File: config.mk
export PLATFORM = sky130hd
export DESIGN_NAME = tadc_front_flat
export DESIGN_NICKNAME = d
export VERILOG_FILES = /design/src/rtl/core/tadc_pkg.sv /design/src/rtl/core/tadc_if.sv /design/src/rtl/core/tadc_front.sv /design/src/flat_wrapper.sv
export SDC_FILE = /design/constraint.sdc
export NUM_CORES = 1
export LEC_CHECK = 0
export BUFFER_PORTS_ARGS = -buffer_cell sky130_fd_sc_hd__buf_2
export CAP_MARGIN = 10
export CORE_ASPECT_RATIO = 0.6
export CORE_MARGIN = 1.5
export CORE_UTILIZATION = 30
export DETAILED_ROUTE_END_ITERATION = 12
export HOLD_SLACK_MARGIN = 0.06
export PLACE_DENSITY_LB_ADDON = 0.08
export SYNTH_ARGS = -nofsm -noshare
export SYNTH_HDL_FRONTEND = slang
export SYNTH_SLANG_ARGS = --single-unit
File: constraint.sdc
create_clock -name clock -period 2.75 [get_ports clock]
set_input_delay 0.275 -clock clock [delete_from_list [all_inputs] [get_ports clock]]
set_output_delay 0.275 -clock clock [all_outputs]
set_load 0.01 [all_outputs]
File: src/rtl/core/tadc_pkg.sv
// Shared types and constants for the thermistor ADC to temperature block.
// Used by every module and interface under rtl/core; no dependencies.
package tadc_pkg;

   localparam int ADC_W     = 16;
   localparam int SUM_W     = 23;
   localparam int CNT_W     = 7;
   localparam int VO_W      = 23;
   localparam int OHMS_W    = 24;
   localparam int TEMP_W    = 16;
   localparam int STATUS_W  = 2;
   localparam int CSR_IDX_W = 3;
   localparam int CSR_DAT_W = 24;

   localparam logic [CNT_W-1:0] MAX_SAMPLES = 7'd64;

   localparam logic [22:0] FULL_SCALE_UV = 23'd4096000;
   localparam logic [14:0] CODE_FULL     = 15'd32767;
   localparam logic [31:0] LN2_Q32       = 32'd2977044472;

   // divider and log unit sizes
   localparam int DIV_NUM_W = 64;
   localparam int DIV_DEN_W = 45;
   localparam int DIV_CNT_W = 6;
   localparam int LOG_IN_W  = 23;
   localparam int LOG_W     = 29;

   localparam int FIFO_DEPTH = 2;
   localparam int FIFO_PTR_W = 1;

   // register indexes
   localparam logic [CSR_IDX_W-1:0] CSR_SAMPLE_COUNT   = 3'd0;
   localparam logic [CSR_IDX_W-1:0] CSR_BALANCE_OHMS   = 3'd1;
   localparam logic [CSR_IDX_W-1:0] CSR_BETA_KELVIN    = 3'd2;
   localparam logic [CSR_IDX_W-1:0] CSR_NOMINAL_CK     = 3'd3;
   localparam logic [CSR_IDX_W-1:0] CSR_SUPPLY_UV      = 3'd4;

   // result status codes
   localparam logic [STATUS_W-1:0] STATUS_OK   = 2'd0;
   localparam logic [STATUS_W-1:0] STATUS_LOW  = 2'd1;
   localparam logic [STATUS_W-1:0] STATUS_HIGH = 2'd2;

   typedef struct packed {
      logic [23:0] balance_ohms;
      logic [15:0] beta_kelvin;
      logic [15:0] nominal_centikelvin;
      logic [21:0] supply_microvolts;
   } cfg_type;

   typedef struct packed {
      logic signed [SUM_W-1:0] sum;
      logic [CNT_W-1:0]        cnt;
   } avg_type;

   typedef struct packed {
      logic                 start;
      logic [DIV_NUM_W-1:0] dividend;
      logic [DIV_DEN_W-1:0] divisor;
   } div_req_type;

   typedef struct packed {
      logic                 busy;
      logic [DIV_NUM_W-1:0] quotient;
   } div_rsp_type;

   typedef struct packed {
      logic                start;
      logic [LOG_IN_W-1:0] x;
   } log_req_type;

   typedef struct packed {
      logic             busy;
      logic [LOG_W-1:0] value;
   } log_rsp_type;

endpackage

File: src/rtl/core/tadc_if.sv
// Valid/ready channel interfaces for ADC codes in and temperature results out.
// Depends on tadc_pkg.
interface tadc_req_if;
   logic                                valid;
   logic                                ready;
   logic signed [tadc_pkg::ADC_W-1:0]   adc_code;

   modport source (output valid, output adc_code, input ready);
   modport sink   (input valid, input adc_code, output ready);
endinterface


File: src/rtl/core/tadc_front.sv
// Front end: accepts ADC codes, accumulates them and queues finished averages.
// Depends on tadc_pkg and tadc_if.
module tadc_front (
   input  logic                         clock,
   input  logic                         reset,
   input  logic [tadc_pkg::CNT_W-1:0]   sample_count,
   tadc_req_if.sink                     req_chan,
   input  logic                         fifo_full,
   output logic                         push,
   output tadc_pkg::avg_type            push_data
);
   import tadc_pkg::*;

   logic signed [SUM_W-1:0] sum_ff, sum_in, sum_new;
   logic [CNT_W-1:0]        taken_ff, taken_in, taken_new;
   logic [CNT_W-1:0]        need;
   logic                    accept;

   always_comb begin
      priority if (sample_count == '0) begin
         need = CNT_W'(1);
      end else if (sample_count > MAX_SAMPLES) begin
         need = MAX_SAMPLES;
      end else begin
         need = sample_count;
      end
   end

   assign req_chan.ready = !fifo_full;
   assign accept         = req_chan.valid && req_chan.ready;
   assign sum_new        = sum_ff + {{(SUM_W-ADC_W){req_chan.adc_code[ADC_W-1]}},
                                     req_chan.adc_code};
   assign taken_new      = taken_ff + CNT_W'(1);

   // a lowered count mid-average closes the average on the next code
   assign push           = accept && (taken_new >= need);
   assign push_data.sum  = sum_new;
   assign push_data.cnt  = taken_new;

   always_comb begin
      sum_in   = sum_ff;
      taken_in = taken_ff;
      if (accept) begin
         if (push) begin
            sum_in   = '0;
            taken_in = '0;
         end else begin
            sum_in   = sum_new;
            taken_in = taken_new;
         end
      end
   end

   always_ff @(posedge clock) begin
      if (reset) begin
         sum_ff   <= '0;
         taken_ff <= '0;
      end else begin
         sum_ff   <= sum_in;
         taken_ff <= taken_in;
      end
   end

endmodule

File: src/flat_wrapper.sv
// flat-port wrapper written by rule: the top's interface ports become plain ports
module tadc_front_flat import tadc_pkg::*;
  (clock, reset, sample_count, fifo_full, push, push_data, req_chan_valid, req_chan_adc_code, req_chan_ready);
  tadc_req_if req_chan_i ();
  input  logic clock;
  input  logic reset;
  input  logic [tadc_pkg::CNT_W-1:0] sample_count;
  input  logic fifo_full;
  output logic push;
  output tadc_pkg::avg_type push_data;
  input wire logic [$bits(req_chan_i.valid)-1:0] req_chan_valid;
  input wire logic [$bits(req_chan_i.adc_code)-1:0] req_chan_adc_code;
  output wire logic [$bits(req_chan_i.ready)-1:0] req_chan_ready;
  assign req_chan_i.valid = req_chan_valid;
  assign req_chan_i.adc_code = req_chan_adc_code;
  assign req_chan_ready = req_chan_i.ready;
  tadc_front u_core (.clock(clock), .reset(reset), .sample_count(sample_count), .req_chan(req_chan_i), .fifo_full(fifo_full), .push(push), .push_data(push_data));
endmodule
After elaboration in Yosys (flattened, before gate mapping)
Index checks and enable logic that the tools add are counted.

word-level totals
  register bits after elaboration = 30
  latch bits = 0
  memory bits (writable) = 0
  ROM bits = 0
  input port bits = 27
  output and inout port bits = 32
  logic and storage cells = 14
  memories = 0

operators by class
  $add $sub $neg = 2
  multiply operators = 0
  divide/modulo/power cells = 0
  $lt $le $gt $ge = 2
  eq/ne operators = 0
  shift-type cells = 0
  mux-type cells = 4
  bitwise gates (word level) = 0
  reductions and logical operators = 4

operator list
  cell                 count
  $add 23x23->23       1
  $mux 23              1
  $mux 7               3
  $add 7x1->7 const B  1
  $ge 7x7->1           1
  $gt 7x7->1 const B   1
  $logic_not 7->1      1
  $logic_and 1x1->1    2
  $logic_not 1->1      1

Longest topological paths before layout
Gate-level depths: netlist of run 1.

  word-level depth = 6
  depth in mapped cells = 12
  depth with buffers taken out = 12

Worst setup path before layout of run 1
Ideal clock, no wire load.

  path type = flip-flop to output port
  start = reg u_core.sum_ff[0]
  end = out push_data[29] in the netlist's numbering
  arrival time = 2,504 ps
  data required time = 2,475 ps
  path slack = -29 ps
  stages on the path, launching flop included = 10
  path through = dfxtp_1 -> ha_1 -> fa_1 -> a21o_1 -> a221oi_2 -> nor2_2 -> o211a_1 -> o311ai_0 -> a211oi_1 -> o31ai_1

RTL lines
  element                   RTL line            source
  start: declaration        tadc_front.sv:14    logic signed [SUM_W-1:0] sum_ff, sum_in, sum_new;
  start signal: assignment  tadc_front.sv:59    sum_ff <= sum_in;
  end: declaration          flat_wrapper.sv:10  output tadc_pkg::avg_type push_data;

==> impl_metrics.toml, run 1 <==
[worst_setup_path]
slowest_stage = "or3_4"
r2r_slack_ns = -0.08
arrival_ns = 2.86
cp_top_family = "compound AO/OA/AOI/OAI gates"
cp_num_buf_inv = 2
crit_fanout = 3
end_kind = "output pin"
cp.required_ns = 2.48
cp-start-kind = "register"
crit_type = "register to output pin"
cp_slowest_stage_delay_ns = 0.36
cp_cell_sequence = "ha_4 -> fa_2 -> a21o_1 -> a221oi_2 -> nor2_2 -> o211a_1 -> or3_4 -> a211oi_4 -> buf_4 -> o31ai_2 -> buf_2"

[yosys]
synth_top_family_by_area = "compound AO/OA/AOI/OAI gates"
synthesis.nets = 372
synth_warnings = 0
netlist_area_um2 = 2500
synth_xor_xnor_area_share = 0.0807
muxShareOfSynthArea = 0
ys.flop_type = "dfxtp_1"
synth_fa_ha_area_frac = 0.158
synth_compound_area_frac = 0.291
avgSynthCellArea_um2 = 7.95
post-synth-top-area-cell = "dfxtp_1"
yosysTopAreaCellShare = 0.241
yosys.area_share.simple = 0.195
synthTopCellsByArea = "dfxtp_1 (24%), ha_1 (15%), a21oi_1 (6.2%)"
synthArstFlopShare = 0
synth_cell_types = 50
synth_cells = 314
synth-seq-cells = 30
synth-seq-area-share = 0.241
synth_edf_count = 0

[layout]
regArea_um2 = 609
diodes = 0
syn_to_final_growth_pct = 43.3
final_cell_count_no_fill = 518
fin_area_um2 = 3580
fillers = 812
drive_above_1_share = 0.366
multi_input_area_um2 = 2010
nets = 469

[clock_tree]
clk_pin_slew_ns = 0.05
insertion_delay_ns = 0.27
cts_sinks = 30
cts-root-buf = "clkbuf_16"
cts_buffer_depth = 2
numCtsBuffers = 5
cts_tree = "yes"
hold_buffers = 0
h-tree-depth = 2

[floorplanning]
die_area_um2 = 8890
ios = 59
die_y_um = 73.7
dieWidth_um = 121
start_util = 0.313
core-area_um2 = 7980
fp-row-count = 25

[place]
gp_congestion = 0.855
pre_cts_slack_ns = -0.327
dpl.hpwl_mm = 5.87
place.port_buffers = 58
place_inst = 497
place_area_um2 = 3110

[pwr]
peakVddDrop_uv = 214
p_int_uw = 1120
comb_power_share = 0.391
p_leak_uw = 0.00172
switchingPower_uw = 547
seqPwrFrac = 0.288
p_per_area_nw_per_um2 = 466
clock_power_share = 0.321
p_sw_frac = 0.328

[sta]
rsz0062_at_grt = "yes"
finalSetupViolCount = 8
tns_ns = -1.73
worstMarginPinSlew_ns = 1.02
drv_slew = 0
fin_crit_ns = 3.14
max_freq_mhz = 319
min_period_over_period = 1.14
report.final.hold_viol_count = 0
setup_ws_ns = -0.388
relSlewSlack = 0.316
fin_worst_skew_ns = 0.00420
hold_ws_ns = 0.443

[routing]
wl_per_cell_um = 14.8
ant_nets = 0
via_count = 2607
drt_first_pass_iters = 5
drtIter0Drc = 171
wl_mm = 7.66
drc = 0
post_drt_via_cell_ratio = 5.03

[grt]
grt_pass1_wl_mm = 12.4
antenna_found_initial = 0
gr-usage-met3 = 0.0357
grt.overflow.total = 0
grt.busiest_layer = "met1"
grt_use_met1 = 0.294
grt_pass1_vias = 2386
grtUsageTotal = 0.177
grt_max_degree = 21
grtUsageMet2 = 0.230

[outcome]
status = "finished, violations left"
violations = "negative setup slack"

[flow_run]
drv_cap = 0

[min_path]
min_path_type = "input port to register"
-- per-layer routing --
| metal | up-vias | part of all wire | wire (µm) |
|---|---|---|---|
| li1 | 1355 | - | - |
| met1 | 1203 | 0.60 | 4590 |
| met2 | 47 | 0.37 | 2800 |
| met3 | 2 | 0.032 | 244 |
| met4 | 0 | 0.0030 | 23 |
| met5 | - | 0 | 0 |
-- cell usage in the layout (no fill, tap or decap), types with 6 or more instances in the layout --
cell,count
a21o_1,15
nand2_1,36
ha_1,26
a21oi_1,28
dfxtp_2,7
buf_4,40
nand3_1,20
nor2_1,21
xor2_1,7
inv_1,9
buf_6,6
a22o_1,12
xnor2_1,10
dfxtp_1,23
buf_2,57
-- Yosys cell counts (all sizes together) (4+ instances only) --
cell type	number
nand2	36
nor2	23
and3	4
a21o	15
o21ai	11
a211oi	5
inv	9
nand3	21
xnor2	12
ha	30
dfxtp	30
a21oi	31
a22o	12
nor2b	4
nor3	4
clkbuf	12
xor2	11
-- state kept, by name, indices dropped and copies added (netlist names) --
name,cells
u_core.taken_ff,7
u_core.sum_ff,23
-- worst paths after layout --
check	endpoint	start	cells after the start
worst min register to register	u_core.sum_ff[3]$_SDFFE_PP0P_	u_core.sum_ff[3]$_SDFFE_PP0P_	2
worst max register to register	u_core.sum_ff[22]$_SDFFE_PP0P_	u_core.sum_ff[0]$_SDFFE_PP0P_	11
worst max-delay path	push_data[29]	u_core.sum_ff[0]$_SDFFE_PP0P_	11
worst min-delay path	u_core.taken_ff[4]$_SDFFE_PP0P_	reset	2
-- power groups by stage --
stage | Combinational (µW) | Clock [µW] | Sequential, µW
floorplan | 349 | 0 | 483
global placement | 562 | 0 | 486
detailed placement | 559 | 0 | 486
CTS | 620 | 550 | 478
global route | 716 | 568 | 482
finish | 652 | 535 | 480
-- through the flow --
step,power (µW),utilization
3_3_place_gp,1050,0.390
3_5_place_dp,1050,0.390
4_1_cts,1650,0.433
2_1_floorplan,832,-
5_1_grt,1770,0.448
6_report,1670,0.448
-- final cells by class --
class | count | share of cell area
Multi-Input combinational cell | 262 | 0.561
Clock buffer | 6 | 0.0388
Inverter | 9 | 0.00944
Tap cell | 108 | 0.0378
Timing Repair Buffer | 103 | 0.183
Sequential cell | 30 | 0.170
-- cells by family (layout without fill, tap and decap cells) --
group                      after synthesis  count (layout)
and+or+nand+nor                        105             105
AOI/OAI and AO/OA                      103             103
adders and majority gates               31              31
DFF                                     30              30
xor gates and xnor gates                23              23
buffers and inverters                   22             118
-- timing repair --
action,4_1_cts,5_1_grt
resized for setup,27,20
cloned,0,0
pin swaps,23,11
endpoints found under the setup margin,16,28
buffers inserted,10,6
Note: power is estimated with default switching activity, not from simulation.
==> run 2, diff against run 1 <==
--- a/config.mk
+++ b/config.mk
@@ -6,13 +6,14 @@
 export NUM_CORES = 1
 export LEC_CHECK = 0
 export BUFFER_PORTS_ARGS = -buffer_cell sky130_fd_sc_hd__buf_2
-export CAP_MARGIN = 10
+export CAP_MARGIN = 5
 export CORE_ASPECT_RATIO = 0.6
 export CORE_MARGIN = 1.5
 export CORE_UTILIZATION = 30
 export DETAILED_ROUTE_END_ITERATION = 12
 export HOLD_SLACK_MARGIN = 0.06
 export PLACE_DENSITY_LB_ADDON = 0.08
+export REMOVE_ABC_BUFFERS = 1
 export SYNTH_ARGS = -nofsm -noshare
 export SYNTH_HDL_FRONTEND = slang
 export SYNTH_SLANG_ARGS = --single-unit
==> run 2 against run 1 <==
Net effect: clock skew about the same; via count down 1.4%; critical path depth unchanged; the run still ends with negative setup slack left; setup slack worse by 0.027 ns; routed wire length down 0.26%; hold slack worse by 0.024 ns.
==> impl_metrics.toml, run 2 (synthesized netlist as in run 1, its figures left out) <==
[outcome]
status = "finished, violations left"
violations = "negative setup slack"

[worst_setup_path]
slowest_stage = "or3_4"
cp_num_buf_inv = 2
cp_slowest_stage_delay_ns = 0.40
arrival_ns = 2.89
crit_type = "register to output pin"
cp.required_ns = 2.48
cp_cell_sequence = "ha_4 -> fa_2 -> a21o_1 -> a221oi_4 -> nor2_2 -> o211a_1 -> or3_4 -> a211oi_4 -> buf_4 -> o31ai_1 -> buf_2"
cp-start-kind = "register"
end_kind = "output pin"
cp_top_family = "compound AO/OA/AOI/OAI gates"
crit_fanout = 3

[sta]
rsz0062_at_grt = "yes"
drv_slew = 0
fin_crit_ns = 3.17
fin_worst_skew_ns = 0.00446
report.final.hold_viol_count = 0
finalSetupViolCount = 7
worstMarginPinSlew_ns = 1.07
setup_ws_ns = -0.415
relSlewSlack = 0.286
max_freq_mhz = 316
min_period_over_period = 1.15

[layout]
top_register = "u_core.sum_ff"
diodes = 0
drive_above_1_share = 0.356
syn_to_final_growth_pct = 43.2
final_common_cell = "buf_2"
top_regs = "u_core.sum_ff x23, u_core.taken_ff x7"
nets = 461
fin_area_um2 = 3570
largest_reg_flops = 23
most-common-layout-cells = "buf_2 (58), nand2_1 (36), buf_4 (30)"
final_core_util = 0.448

[clock_tree]
numCtsBuffers = 5
cts_sinks = 30
clk_pin_slew_ns = 0.05
cts_tree = "yes"
cts-root-buf = "clkbuf_16"
cts_buffer_depth = 2
h-tree-depth = 2
insertion_delay_ns = 0.28
hold_buffers = 0

[place]
place_area_um2 = 3080
gp_congestion = 0.857
dpl.hpwl_mm = 5.76
place.port_buffers = 58

[flow_run]
drv_cap = 0

[routing]
wl_mm = 7.64
via_count = 2570
drtIter0Drc = 87
post_drt_via_cell_ratio = 5.02
ant_nets = 0
wl_per_cell_um = 14.9
drc = 0
drt_first_pass_iters = 4

[grt]
grt_pass1_vias = 2370
grtUsageTotal = 0.176
grt.overflow.total = 0
grt_pass1_wl_mm = 12.1
grt_max_degree = 21
antenna_found_initial = 0

[floorplanning]
core-area_um2 = 7980
fp-row-count = 25
dieWidth_um = 121
die_y_um = 73.7
die_area_um2 = 8890
start_util = 0.313
ios = 59

[min_path]
min_path_type = "input port to register"

[pwr]
p_leak_uw = 0.00172
p_per_area_nw_per_um2 = 480
peakVddDrop_uv = 194
[run 2: changes by cell type in the layout (fill, tap and decap cells not counted), sizes merged]
| cell | change |
|---|---|
| buf | -8 |
| clkbuf | +2 |
[run 2: worst register-to-register path, delay by kind of cell (launching register included)]
family | cells | cell delay [ns]
compound gates | 5 | 1.13
fa+ha+maj | 2 | 0.50
buf+inv | 2 | 0.24
flops | 1 | 0.33
simple gates | 2 | 0.48
[run 2: stage by stage]
step	cells	TNS [ns]	total power [µW]	hold slack [ns]	setup slack, ns
after floorplan	301	-5.92	820	0.344	-0.666
after global placement	495	-1.46	1040	0.444	-0.283
after detailed placement	495	-1.93	1030	0.451	-0.348
after CTS	508	-1.86	1680	0.412	-0.392
after global routing	512	-2.55	1820	0.442	-0.519
final	512	-1.50	1710	0.418	-0.415
[run 2: per-layer routing]
layer	GRT usage	vias to the layer above	part of all wire
li1	-	1342	-
met1	0.288	1172	0.58
met2	0.225	56	0.38
met3	0.0411	0	0.046
met4	0.0314	0	0
met5	0	-	0
[run 2: final timing paths]
| check | startpoint | end | slack (ns) | cells after the start |
|---|---|---|---|---|
| worst max-delay path | u_core.sum_ff[0]$_SDFFE_PP0P_ | push_data[29] | -0.42 | 11 |
| worst min-delay path | reset | u_core.taken_ff[3]$_SDFFE_PP0P_ | 0.42 | 2 |
| worst max register to register | u_core.sum_ff[0]$_SDFFE_PP0P_ | u_core.sum_ff[22]$_SDFFE_PP0P_ | -0.03 | 11 |
| worst min register to register | u_core.sum_ff[6]$_SDFFE_PP0P_ | u_core.sum_ff[6]$_SDFFE_PP0P_ | 0.45 | 2 |
[run 2: final cells by class]
class	instances	area, µm²
timing repair buffer	95	594
sequential	30	606
multi-input combinational	262	2040
fill	819	4400
tap	108	135
clock buffer	8	166
inverter	9	33.8
[run 2: report_power, final]
group / internal (µW) / switching (µW) / total (µW)
Clock: 409 / 198 / 608
Combinational: 286 / 341 / 627
Sequential: 463 / 17.5 / 480
Total: 1160 / 557 / 1710
[run 2: repair_timing]
item                       4_1_cts  5_1_grt
setup endpoints to repair       18       24
gates resized for setup         24       32
pin swaps                       17       17
setup buffers                    5        5
